==> config.mk <==
export PLATFORM = sky130hd
export DESIGN_NAME = hee_sqrt_cell
export DESIGN_NICKNAME = d
export VERILOG_FILES = /design/src/hw/rtl/hee_pkg.sv /design/src/hw/rtl/hee_sqrt_cell.sv
export SDC_FILE = /design/constraint.sdc
export NUM_CORES = 1
export LEC_CHECK = 0
export BUFFER_PORTS_ARGS = -buffer_cell sky130_fd_sc_hd__clkbuf_2
export CORE_AREA = 2 2 261 263
export DETAILED_ROUTE_END_ITERATION = 7
export DIE_AREA = 0 0 263 265
export SKIP_LAST_GASP = 1
export SLEW_MARGIN = 20
export SYNTH_ARGS = -nofsm -noshare
export SYNTH_HDL_FRONTEND = slang
export SYNTH_SLANG_ARGS = --single-unit
==> constraint.sdc <==
create_clock -name i_clk -period 7.3 [get_ports i_clk]
set_input_delay 1.46 -clock i_clk [delete_from_list [all_inputs] [get_ports i_clk]]
set_output_delay 1.46 -clock i_clk [all_outputs]
set_load 0.02 [all_outputs]
==> src/hw/rtl/hee_pkg.sv <==
// Package for the 2x2 Hessian eigen block: stage payload types and step counts.
// Used by hee_sqrt_cell, hee_div_cell and hessian_eigen_2x2_top; no dependencies.
package hee_pkg;

    localparam int SQ_STEPS = 34;   // root bits of the square-root chains
    localparam int DV_STEPS = 31;   // quotient bits of the divider chains
    localparam logic [15:0] ONE_Q14 = 16'sd16384;

    // Item context that rides alongside the arithmetic chains.
    typedef struct packed {
        logic signed [31:0] rr;
        logic signed [31:0] cc;
        logic [31:0]        ab;     // |rc|
        logic [31:0]        ad;     // |cc - rr|
        logic               neg;    // rotation tangent is negative
        logic               rcneg;
        logic               zero;   // rc is zero: identity rotation
        logic [30:0]        tm;     // |t| in Q1.30
        logic [32:0]        pr;     // rounded |t * rc|
    } t_side;

    // Square-root cell word: radicand bits still to feed, remainder, partial root.
    typedef struct packed {
        logic [67:0] rad;
        logic [36:0] rem;
        logic [33:0] root;
    } t_sq;

    // Divider cell word: dividend bits still to feed, remainder, divisor, quotient.
    typedef struct packed {
        logic [30:0] numlo;
        logic [34:0] rem;
        logic [33:0] den;
        logic [30:0] quo;
    } t_dv;

endpackage

==> src/hw/rtl/hee_sqrt_cell.sv <==
// One stage of the digit-by-digit square-root chain: resolves one root bit.
// Depends on hee_pkg.
module hee_sqrt_cell (
    input  logic           i_clk,
    input  logic           i_rst_n,
    input  logic           i_vld,
    input  hee_pkg::t_side i_side,
    input  hee_pkg::t_sq   i_sq,
    output logic           o_vld,
    output hee_pkg::t_side o_side,
    output hee_pkg::t_sq   o_sq
);
    import hee_pkg::*;

    logic [36:0] rem2;
    logic [36:0] trial;
    logic        ge;
    t_sq         n_sq;
    logic        r_vld;
    t_side       r_side;
    t_sq         r_sq;

    always_comb begin
        rem2  = {i_sq.rem[34:0], i_sq.rad[67:66]};
        trial = {1'b0, i_sq.root, 2'b01};
        ge    = (rem2 >= trial);
        n_sq.rad  = {i_sq.rad[65:0], 2'b00};
        n_sq.rem  = ge ? (rem2 - trial) : rem2;
        n_sq.root = {i_sq.root[32:0], ge};
    end

    always_ff @(posedge i_clk) begin
        if (!i_rst_n) begin
            r_vld <= 1'b0;
        end else begin
            r_vld <= i_vld;
        end
        r_side <= i_side;
        r_sq   <= n_sq;
    end

    assign o_vld  = r_vld;
    assign o_side = r_side;
    assign o_sq   = r_sq;
endmodule

# After elaboration in Yosys (flattened, before gate mapping)
# Cells that the tools add are included.
# totals
reg_bits,333
word_cells,16
# classes
order_cmp,1
addsub,1
n_mux,1
# op_table
cell,n
>= comparator 37 x 36 -> 1 bit,1
two-way mux 37 bit,1
subtractor 37 x 36 -> 37 bit,1

# Depth between registers and ports, before layout
# depth
ltp_word,2
depth_mapped,15
ltp_nobuf,12

# Least setup slack after synthesis
# Ideal clock, no wire load.
# synth_path
path_kind,input to register
startpoint,input i_sq[4] in the netlist's numbering
endpoint,register r_sq (netlist bit o_sq[53])
t_arrival_ps,3780
path_buffers,2
path_slack_ps,3399
stages,13
cell_sequence,inv_1 > ha_1 > a211oi_2 > o21ai_1 > a221oi_2 > a21oi_2 > o31a_1 > o21ai_1 > a21o_1 > buf_6 > inv_6 > buf_6 > mux2_4
# synth_rtl
element,line,source
"start, declared",hee_sqrt_cell.sv:8,"input hee_pkg::t_sq i_sq,"
"end signal, assigned",hee_sqrt_cell.sv:39,r_sq <= n_sq;
"end, declared",hee_sqrt_cell.sv:21,t_sq r_sq;

==> reports/summary.txt <==
Share of layout cells above drive strength 1 -> 0.518
Die area -> 0.0697 mm2
Remaining global-route overflow -> 0
Drt total wl -> 45.3 mm
Sequential area share after synthesis -> 0.727
Placeable Area -> 0.0668 mm2
Post-cts sizing count -> 0
Area grow syn2layout -> 61.9%
DRT antenna net count -> 0
First-pass GRT wire length -> 59.7 mm
Setup bufs post-CTS -> 0
Initial Util -> 0.137
Leading area contributor after synthesis -> dfxtp_1
Hold depth -> 1
Peak Freq -> 219 MHz
Maximum root-to-sink buffer count -> 3
Antenna violations before repair -> 20
Hold_sp -> i_side[177]
Post-Synthesis Cells -> 724
Gpl congestion -> 0.785
Top FF cell, synth -> dfxtp_1
Worst-path clk slew -> 60 ps
Root Buffer -> clkbuf_16
P_leak -> 7.45 nW
Post-synth EDFFs -> 0
Chip width -> 263 um
# rows -> 95
Synth top cells by count -> dfxtp_1 (333), a21oi_1 (53), nor2_1 (46)
Total Routing Usage GR -> 0.124
Setup ws final -> 2730 ps
DR iter-0 viols -> 284
CTS H-tree lvls -> 2
Slew Limit Fails -> 0
Fin nets -> 1,793
Synth top area cells -> dfxtp_1 (73%), ha_1 (4.9%), a21oi_1 (2.9%), xnor2_1 (1.9%), nor2_1 (1.9%)
DR vias -> 7,908
Synth Area per Inst -> 12.7 um2
Final setup viols -> 0
Dpl ws -> 2050 ps
Power Total -> 4.65 mW
Port bufs -> 667
Min-delay worst type -> in2reg
Die height -> 265 um
DRC viols -> 0
Post-layout util -> 0.222
VDD IR max -> 0.173 mV
Wirelength per Cell -> 19.4 um
Clock sinks -> 333
Setup TNS -> 0 ps
Worst-path fanout max -> 54
Critical path arrival -> 5020 ps
CP Capture Type -> flip-flop
RSZ-0062 raised after global routing -> false
TritonCTS clock tree -> built
I/O pins -> 672
Synth top area share -> 0.727
Routed vias/inst -> 3.39
Rel. slew slack -> 0.427
Mapped cell area -> 0.00917 mm2
HPWL after detailed placement -> 38.5 mm
FF+latch count, synth -> 333
DRT Pass-1 Iters -> 4
WS Path Type -> in2reg
Placement Cell Area -> 0.0135 mm2
Vias in the first global route -> 7,770
Distinct cells, synth -> 51
CP Launch Type -> input port
Worst slew pin tran -> 853 ps
Hold Path End -> o_side[177]
PD cells -> 313 mW/mm2
CTS Buf Count -> 41
Min Tclk post-route -> 4570 ps
Most frequent cell after synthesis -> dfxtp_1
Hold Vio Cnt, Final -> 0
Max_cap viols -> 0
Yosys warning count -> 0
Final period utilization -> 0.626
Largest net degree at the start of global routing -> 55
CTS hold repair buffers -> 0
Outcome -> complete, no violations
CP required -> 7750 ps
Post-route cell area -> 0.0148 mm2
Ys async rst share -> 0
-- cell type report --
class,count,area [um2]
fillers,7332,52000
flip-flops and latches,333,6670
repair buffers,667,3340
multi-input cells,334,2250
clock buffers,55,1150
well taps,873,1090
clock inverters,20,168
inverters,43,166
diodes,7,17.5
-- sequential cells by signal, indices dropped and copies added (netlist names) --
| signal | count |
|---|---|
| o_side | 195 |
| o_sq | 137 |
| o_vld | 1 |
-- cell families (layout without fill, tap and decap cells) --
group           Yosys count  count (layout)  share of synthesized area
flops                   333             333                      0.727
compound gates          136             136                     0.0926
simple gates            117             117                     0.0568
buf+inv                  58             785                     0.0286
fa+ha+maj                36              36                     0.0491
xor+xnor                 32              32                     0.0306
mux                      11              11                     0.0150
other cells               1               9                   0.000409
-- per-stage QoR --
stage / hold slack [ps] / std cells
CTS: 933 / 2325
detailed placement: 1560 / 2250
global route: 945 / 2327
finish: 995 / 2332
global placement: 1560 / 2250
floorplan: 1490 / 725
-- worst max path at each step --
stage | slack, ps | depth (start not counted) | startpoint | end
after floorplan | 3400 | 13 | i_sq[4] | o_sq[53]
after global placement | 2040 | 12 | i_sq[4] | o_sq[67]
after detailed placement | 2050 | 12 | i_sq[4] | o_sq[67]
after CTS | 2650 | 12 | i_sq[4] | o_sq[53]
after global routing | 2590 | 12 | i_sq[4] | o_sq[53]
final | 2730 | 12 | i_sq[4] | o_sq[67]
-- worst max-delay path: stages --
cell and delay, ps:
clkbuf_2 90, inv_1 40, ha_1 370, a211oi_2 280, o21ai_1 120, a221oi_2 680, a21oi_2 180, o31a_1 370
o21ai_1 190, a21o_1 510, inv_6 320, mux2_4 370
-- layout by cell type (no fill, tap or decap), types with 6 or more instances in the layout --
master,instances
nor2_1,46
mux2_2,6
clkbuf_16,42
a31oi_1,7
clkbuf_1,8
clkbuf_2,667
xor2_1,12
ha_1,36
nand3_1,6
xnor2_1,20
dfxtp_1,333
a21oi_1,53
a21o_1,18
diode_2,7
clkinvlp_4,6
nand2_1,35
and2_1,7
inv_1,42
o21ai_0,22
-- layer usage --
metal  up-vias  part of all wire  GRT usage
li1       3818                 -          -
met1      3583              0.36      0.126
met2       406              0.49      0.211
met3        81              0.12     0.0702
met4        20             0.035     0.0479
met5         -            0.0028          0
-- power breakdown --
group | total, mW | switching (mW) | internal, mW
sequential | 1.99 | 0.0361 | 1.95
clock | 1.97 | 0.844 | 1.13
combinational | 0.689 | 0.437 | 0.251
total | 4.65 | 1.32 | 3.33
No activity file was read; power rests on OpenSTA's default activity.
