$ cat config.mk
export PLATFORM = sky130hd
export DESIGN_NAME = hee_div_cell
export DESIGN_NICKNAME = d
export VERILOG_FILES = /design/src/hw/rtl/hee_pkg.sv /design/src/hw/rtl/hee_div_cell.sv
export SDC_FILE = /design/constraint.sdc
export NUM_CORES = 1
export LEC_CHECK = 0
export BUFFER_PORTS_ARGS = -buffer_cell sky130_fd_sc_hd__buf_4
export CORE_AREA = 2 2 257 259
export DETAILED_ROUTE_END_ITERATION = 10
export DIE_AREA = 0 0 259 261
export PLACE_DENSITY = 0.36
export SETUP_SLACK_MARGIN = 0.4
export SYNTH_ARGS = -nofsm -noshare
export SYNTH_HDL_FRONTEND = slang
export SYNTH_SLANG_ARGS = --single-unit
$ cat constraint.sdc
create_clock -name i_clk -period 2.4 [get_ports i_clk]
set_clock_uncertainty 0.05 [all_clocks]
set_input_delay 0.12 -clock i_clk [delete_from_list [all_inputs] [get_ports i_clk]]
set_output_delay 0.12 -clock i_clk [all_outputs]
set_load 0.01 [all_outputs]
$ cat src/hw/rtl/hee_pkg.sv
// Package for the 2x2 Hessian eigen block: stage payload types and step counts.
// Used by hee_sqrt_cell, hee_div_cell and hessian_eigen_2x2_top; no dependencies.
package hee_pkg;

    localparam int SQ_STEPS = 34;   // root bits of the square-root chains
    localparam int DV_STEPS = 31;   // quotient bits of the divider chains
    localparam logic [15:0] ONE_Q14 = 16'sd16384;

    // Item context that rides alongside the arithmetic chains.
    typedef struct packed {
        logic signed [31:0] rr;
        logic signed [31:0] cc;
        logic [31:0]        ab;     // |rc|
        logic [31:0]        ad;     // |cc - rr|
        logic               neg;    // rotation tangent is negative
        logic               rcneg;
        logic               zero;   // rc is zero: identity rotation
        logic [30:0]        tm;     // |t| in Q1.30
        logic [32:0]        pr;     // rounded |t * rc|
    } t_side;

    // Square-root cell word: radicand bits still to feed, remainder, partial root.
    typedef struct packed {
        logic [67:0] rad;
        logic [36:0] rem;
        logic [33:0] root;
    } t_sq;

    // Divider cell word: dividend bits still to feed, remainder, divisor, quotient.
    typedef struct packed {
        logic [30:0] numlo;
        logic [34:0] rem;
        logic [33:0] den;
        logic [30:0] quo;
    } t_dv;

endpackage

$ cat src/hw/rtl/hee_div_cell.sv
// One stage of the restoring divider chain: resolves one quotient bit.
// Depends on hee_pkg.
module hee_div_cell (
    input  logic           i_clk,
    input  logic           i_rst_n,
    input  logic           i_vld,
    input  hee_pkg::t_side i_side,
    input  hee_pkg::t_dv   i_dv,
    output logic           o_vld,
    output hee_pkg::t_side o_side,
    output hee_pkg::t_dv   o_dv
);
    import hee_pkg::*;

    logic [34:0] rem2;
    logic [34:0] dext;
    logic        ge;
    t_dv         n_dv;
    logic        r_vld;
    t_side       r_side;
    t_dv         r_dv;

    always_comb begin
        rem2 = {i_dv.rem[33:0], i_dv.numlo[30]};
        dext = {1'b0, i_dv.den};
        ge   = (rem2 >= dext);
        n_dv.numlo = {i_dv.numlo[29:0], 1'b0};
        n_dv.rem   = ge ? (rem2 - dext) : rem2;
        n_dv.den   = i_dv.den;
        n_dv.quo   = {i_dv.quo[29:0], ge};
    end

    always_ff @(posedge i_clk) begin
        if (!i_rst_n) begin
            r_vld <= 1'b0;
        end else begin
            r_vld <= i_vld;
        end
        r_side <= i_side;
        r_dv   <= n_dv;
    end

    assign o_vld  = r_vld;
    assign o_side = r_side;
    assign o_dv   = r_dv;
endmodule

# Yosys cells after proc, flatten, opt, wreduce, memory -nomap -nowiden

Index checks and enable logic that the tools add are counted.

Word-level logic and storage cells: 17
Register bits: 326

$add $sub $neg: 1
Muxes and demuxes: 1
Magnitude comparators: 1

Operator list:

| operator                                                       | number |
|---|---|
| 35-bit by 34-bit greater-or-equal comparator with 1-bit output | 1 |
| 35-bit 2-to-1 mux                                              | 1 |
| 35-bit by 34-bit subtractor with 35-bit output                 | 1 |

# Longest topological paths before layout

Depth in word-level cells: 2
Gate-level depth with buffers: 14
Gate-level depth less buffers: 13

# Worst setup path before layout

No wires, ideal clock.

Path type: input -> register
From: in i_dv[130] in the netlist's numbering
To: reg r_dv, in the netlist o_dv[97]
Stages on the path: 13
Data arrival time: 2.398 ns
Path buffers: 0
Data required time: 2.234 ns
Path slack: -0.164 ns
Path through: inv_1 -> ha_1 -> inv_1 -> fa_1 -> a21oi_1 -> o211ai_1 -> a2111oi_4 -> o41ai_4 -> a21oi_4 -> nor2b_1 -> a311oi_2 -> xor2_1 -> o21ai_1

RTL lines:

| item                   | RTL line           | text |
|---|---|---|
| start: declaration     | hee_div_cell.sv:8  | `input hee_pkg::t_dv i_dv,` |
| end signal: assignment | hee_div_cell.sv:40 | `r_dv <= n_dv;` |
| end: declaration       | hee_div_cell.sv:21 | `t_dv r_dv;` |

==> run metrics <==
number of port buffers=652; layout cells sized above 1=50.5%; VDD IR max=0.000434 V; num rows=94; most common cell after layout, fill and taps aside=buf_4; switching power total=about 4.1 mW; fillcell total=6,692; vias per inst=3.46; Nets=approximately 2,200; clk slew on worst S/H paths=0.06 ns; largest net degree at the start of global routing=30; pwr dens=758 nW/um2; Area Growth Syn to Fin=134%; critical path class=input pin to flop; Final Setup Violations=0; crit path time final=2.08 ns; RSZ-0062 raised after global routing=true; Detail Route Antenna Nets=0; Clk pwr share=43.9%; initial antenna violation count=18; Post-synth EDFFs=0; Slew Viols, Final=0; slew margin rel.=63.6%; top_reg_cell synth=dfxtp_1; max capacitance violation total=0; multi-input logic area=2640 um2; period utilization=86.5%; leak pwr=between 9 and 10 nW; Hold Vio Cnt, Final=4; failing checks=hold timing; drt wl/cell=approximately 21 um; sequential fraction of the synthesis area=72.8%; Placement Setup Slack=-0.419 ns; Synth warnings=0; cell internal pwr=11.9 mW; DR iter-0 viols=275; deepest clock path buffer count=3; Worst EP required=2.81 ns; overall routed net length=between 50,000 and 60,000 um; syn_area_per_cell=13.0 um2; outcome=complete, but fails checks; Slew @ Worst Pin=0.540 ns; syn_nets=1,052; crit start category=input pin; sequential power share=37.2%; most frequent cells in the layout=buf_4 (730), dfxtp_1 (326), dlygate4sd3_1 (323); WP data arrival=2.48 ns; fin worst setup slack=roughly 0.32 ns; asr flop ratio synth=0%; Die Area=67,600 um2; Seq. cell area=6530 um2; f_max=482 MHz; detailed placement HPWL=46,100 um; first-pass GRT wire length=75,300 um; hold slack final=-0.334 ns; drc violations=0; die width=between 200 and 300 um; Max FO, Critical Path=3; final RePlAce weighted congestion=around 0.80; Worst Hold Class=input pin to flop; Mapped Cells=688; Overflow after GRT=0; initial cell density of the core=13.8%; 1st-pass router iterations=4; Comb pwr share=between 10% and 20%; via count=9,311; Die Y=261 um; number of global-route vias before repair=9,879; I/O pin count=656; Total GRT Usage=15.9%; root buf cell=clkbuf_16; kind of end point of the critical path=flop; Sink Count=326; switch share=approximately 26%; CTS Buf Count=42; #FFs+latches synth=326; Synth cell types=55; clock tree from TritonCTS=done; htree depth=2; Core Box Area=about 65,000 um2; synthesized area=~9000 um2
==> cell families (layout without fill, tap and decap cells) <==
| family | count (synthesis) | after routing | synth area share, % |
|---|---|---|---|
| buffers and inverters | 59 | 1194 | 3.07 |
| adders and majority gates | 35 | 35 | 4.97 |
| xor gates and xnor gates | 30 | 30 | 2.93 |
| other | 1 | 3 | 0.0418 |
| and+or+nand+nor | 101 | 101 | 5.23 |
| AOI/OAI and AO/OA | 135 | 135 | 10.8 |
| muxes | 1 | 1 | 0.167 |
| DFF | 326 | 326 | 72.8 |
==> final cells by class <==
type | instances | share of cell area (%)
inverters | 43 | 0.994
well taps | 864 | 5.14
repair buffers | 1076 | 43.0
diodes | 2 | 0.0238
multi-input cells | 303 | 12.5
clock inverters | 18 | 1.54
flip-flops and latches | 326 | 31.0
clock buffers | 57 | 5.70
==> flip-flops by register name, indices dropped and copies added (netlist names) <==
register	flops
o_dv	130
o_side	195
o_vld	1
==> critical path, cell delays in order <==
cell and delay, ns:
buf_12 0.11, inv_12 0.04, ha_4 0.11, inv_2 0.03
fa_2 0.36, a21oi_4 0.18, o211ai_1 0.16, a2111oi_4 0.43
buf_4 0.18, nor2_2 0.04, a21oi_2 0.18, nand4b_1 0.14
o211ai_1 0.16, xor2_1 0.18, o21ai_1 0.07
==> what timing repair did <==
action / in CTS / in global routing
setup endpoints to repair: 35 / 36
setup buffers: 3 / 9
gates resized for setup: 15 / 66
pin swaps: 13 / 37
hold endpoints to repair: 325 / 7
gates cloned: 0 / 2
hold buffers: 320 / 3
==> synthesized netlist by cell type (2+ instances only) <==
cell	n	area share (%)
buf_2	2	0.11
o211ai_2	2	0.28
a2111oi_4	2	0.61
clkbuf_1	7	0.29
inv_2	2	0.084
dfxtp_1	326	73
nand4_1	3	0.21
and3_1	3	0.21
a31oi_4	2	0.47
nand2_1	55	2.3
a21o_1	12	1.0
o21ai_2	11	1.1
a311oi_2	2	0.33
a211oi_2	2	0.28
nor3_1	5	0.28
or3_1	2	0.14
and4_1	2	0.20
nor2b_1	3	0.21
nand2b_1	2	0.14
o21ai_0	18	1.0
buf_6	6	0.75
o21ai_1	22	1.2
a21oi_1	40	2.2
xnor2_1	13	1.3
o211ai_1	3	0.25
a211oi_1	2	0.17
and2_1	3	0.21
o21bai_1	2	0.17
a31oi_1	4	0.28
ha_1	34	4.7
nand3_1	10	0.56
xor2_1	17	1.7
inv_1	40	1.7
nor2_1	8	0.33
==> power by group through the flow <==
stage	Sequential, mW	Clock (mW)	Combinational (mW)
after floorplan	6.22	0	0.653
after global placement	6.05	0	2.43
after detailed placement	6.04	0	2.42
after CTS	5.94	7.32	2.94
final	5.93	7.00	3.00
after global routing	5.97	7.47	3.22
==> layer usage <==
layer / part of all wire, % / up-vias / track usage, %
met5: 0.37 / - / 0
met4: 3.1 / 30 / 5.01
met3: 11 / 89 / 7.70
met2: 48 / 376 / 26.8
met1: 38 / 4298 / 17.6
li1: - / 4518 / -
==> worst paths after layout <==
kind                  start  depth (start not counted)               end
setup / recovery  i_dv[130]                         15  o_dv[87]$_DFF_P_
hold / removal     i_dv[31]                          1  o_dv[31]$_DFF_P_
==> through the flow <==
step | TNS, ns | cells | instance area, um2 | total power, mW | util, %
after floorplan | 0 | 688 | 9250 | 6.88 | -
final | 0 | 2689 | 21000 | 15.9 | 32.3
after detailed placement | -11.77 | 2275 | 15800 | 8.46 | 24.3
after global routing | 0 | 2689 | 21000 | 16.7 | 32.3
after global placement | -12.03 | 2275 | 15800 | 8.48 | 24.3
after CTS | 0 | 2673 | 20600 | 16.2 | 31.7
No activity file was read; power rests on OpenSTA's default activity.
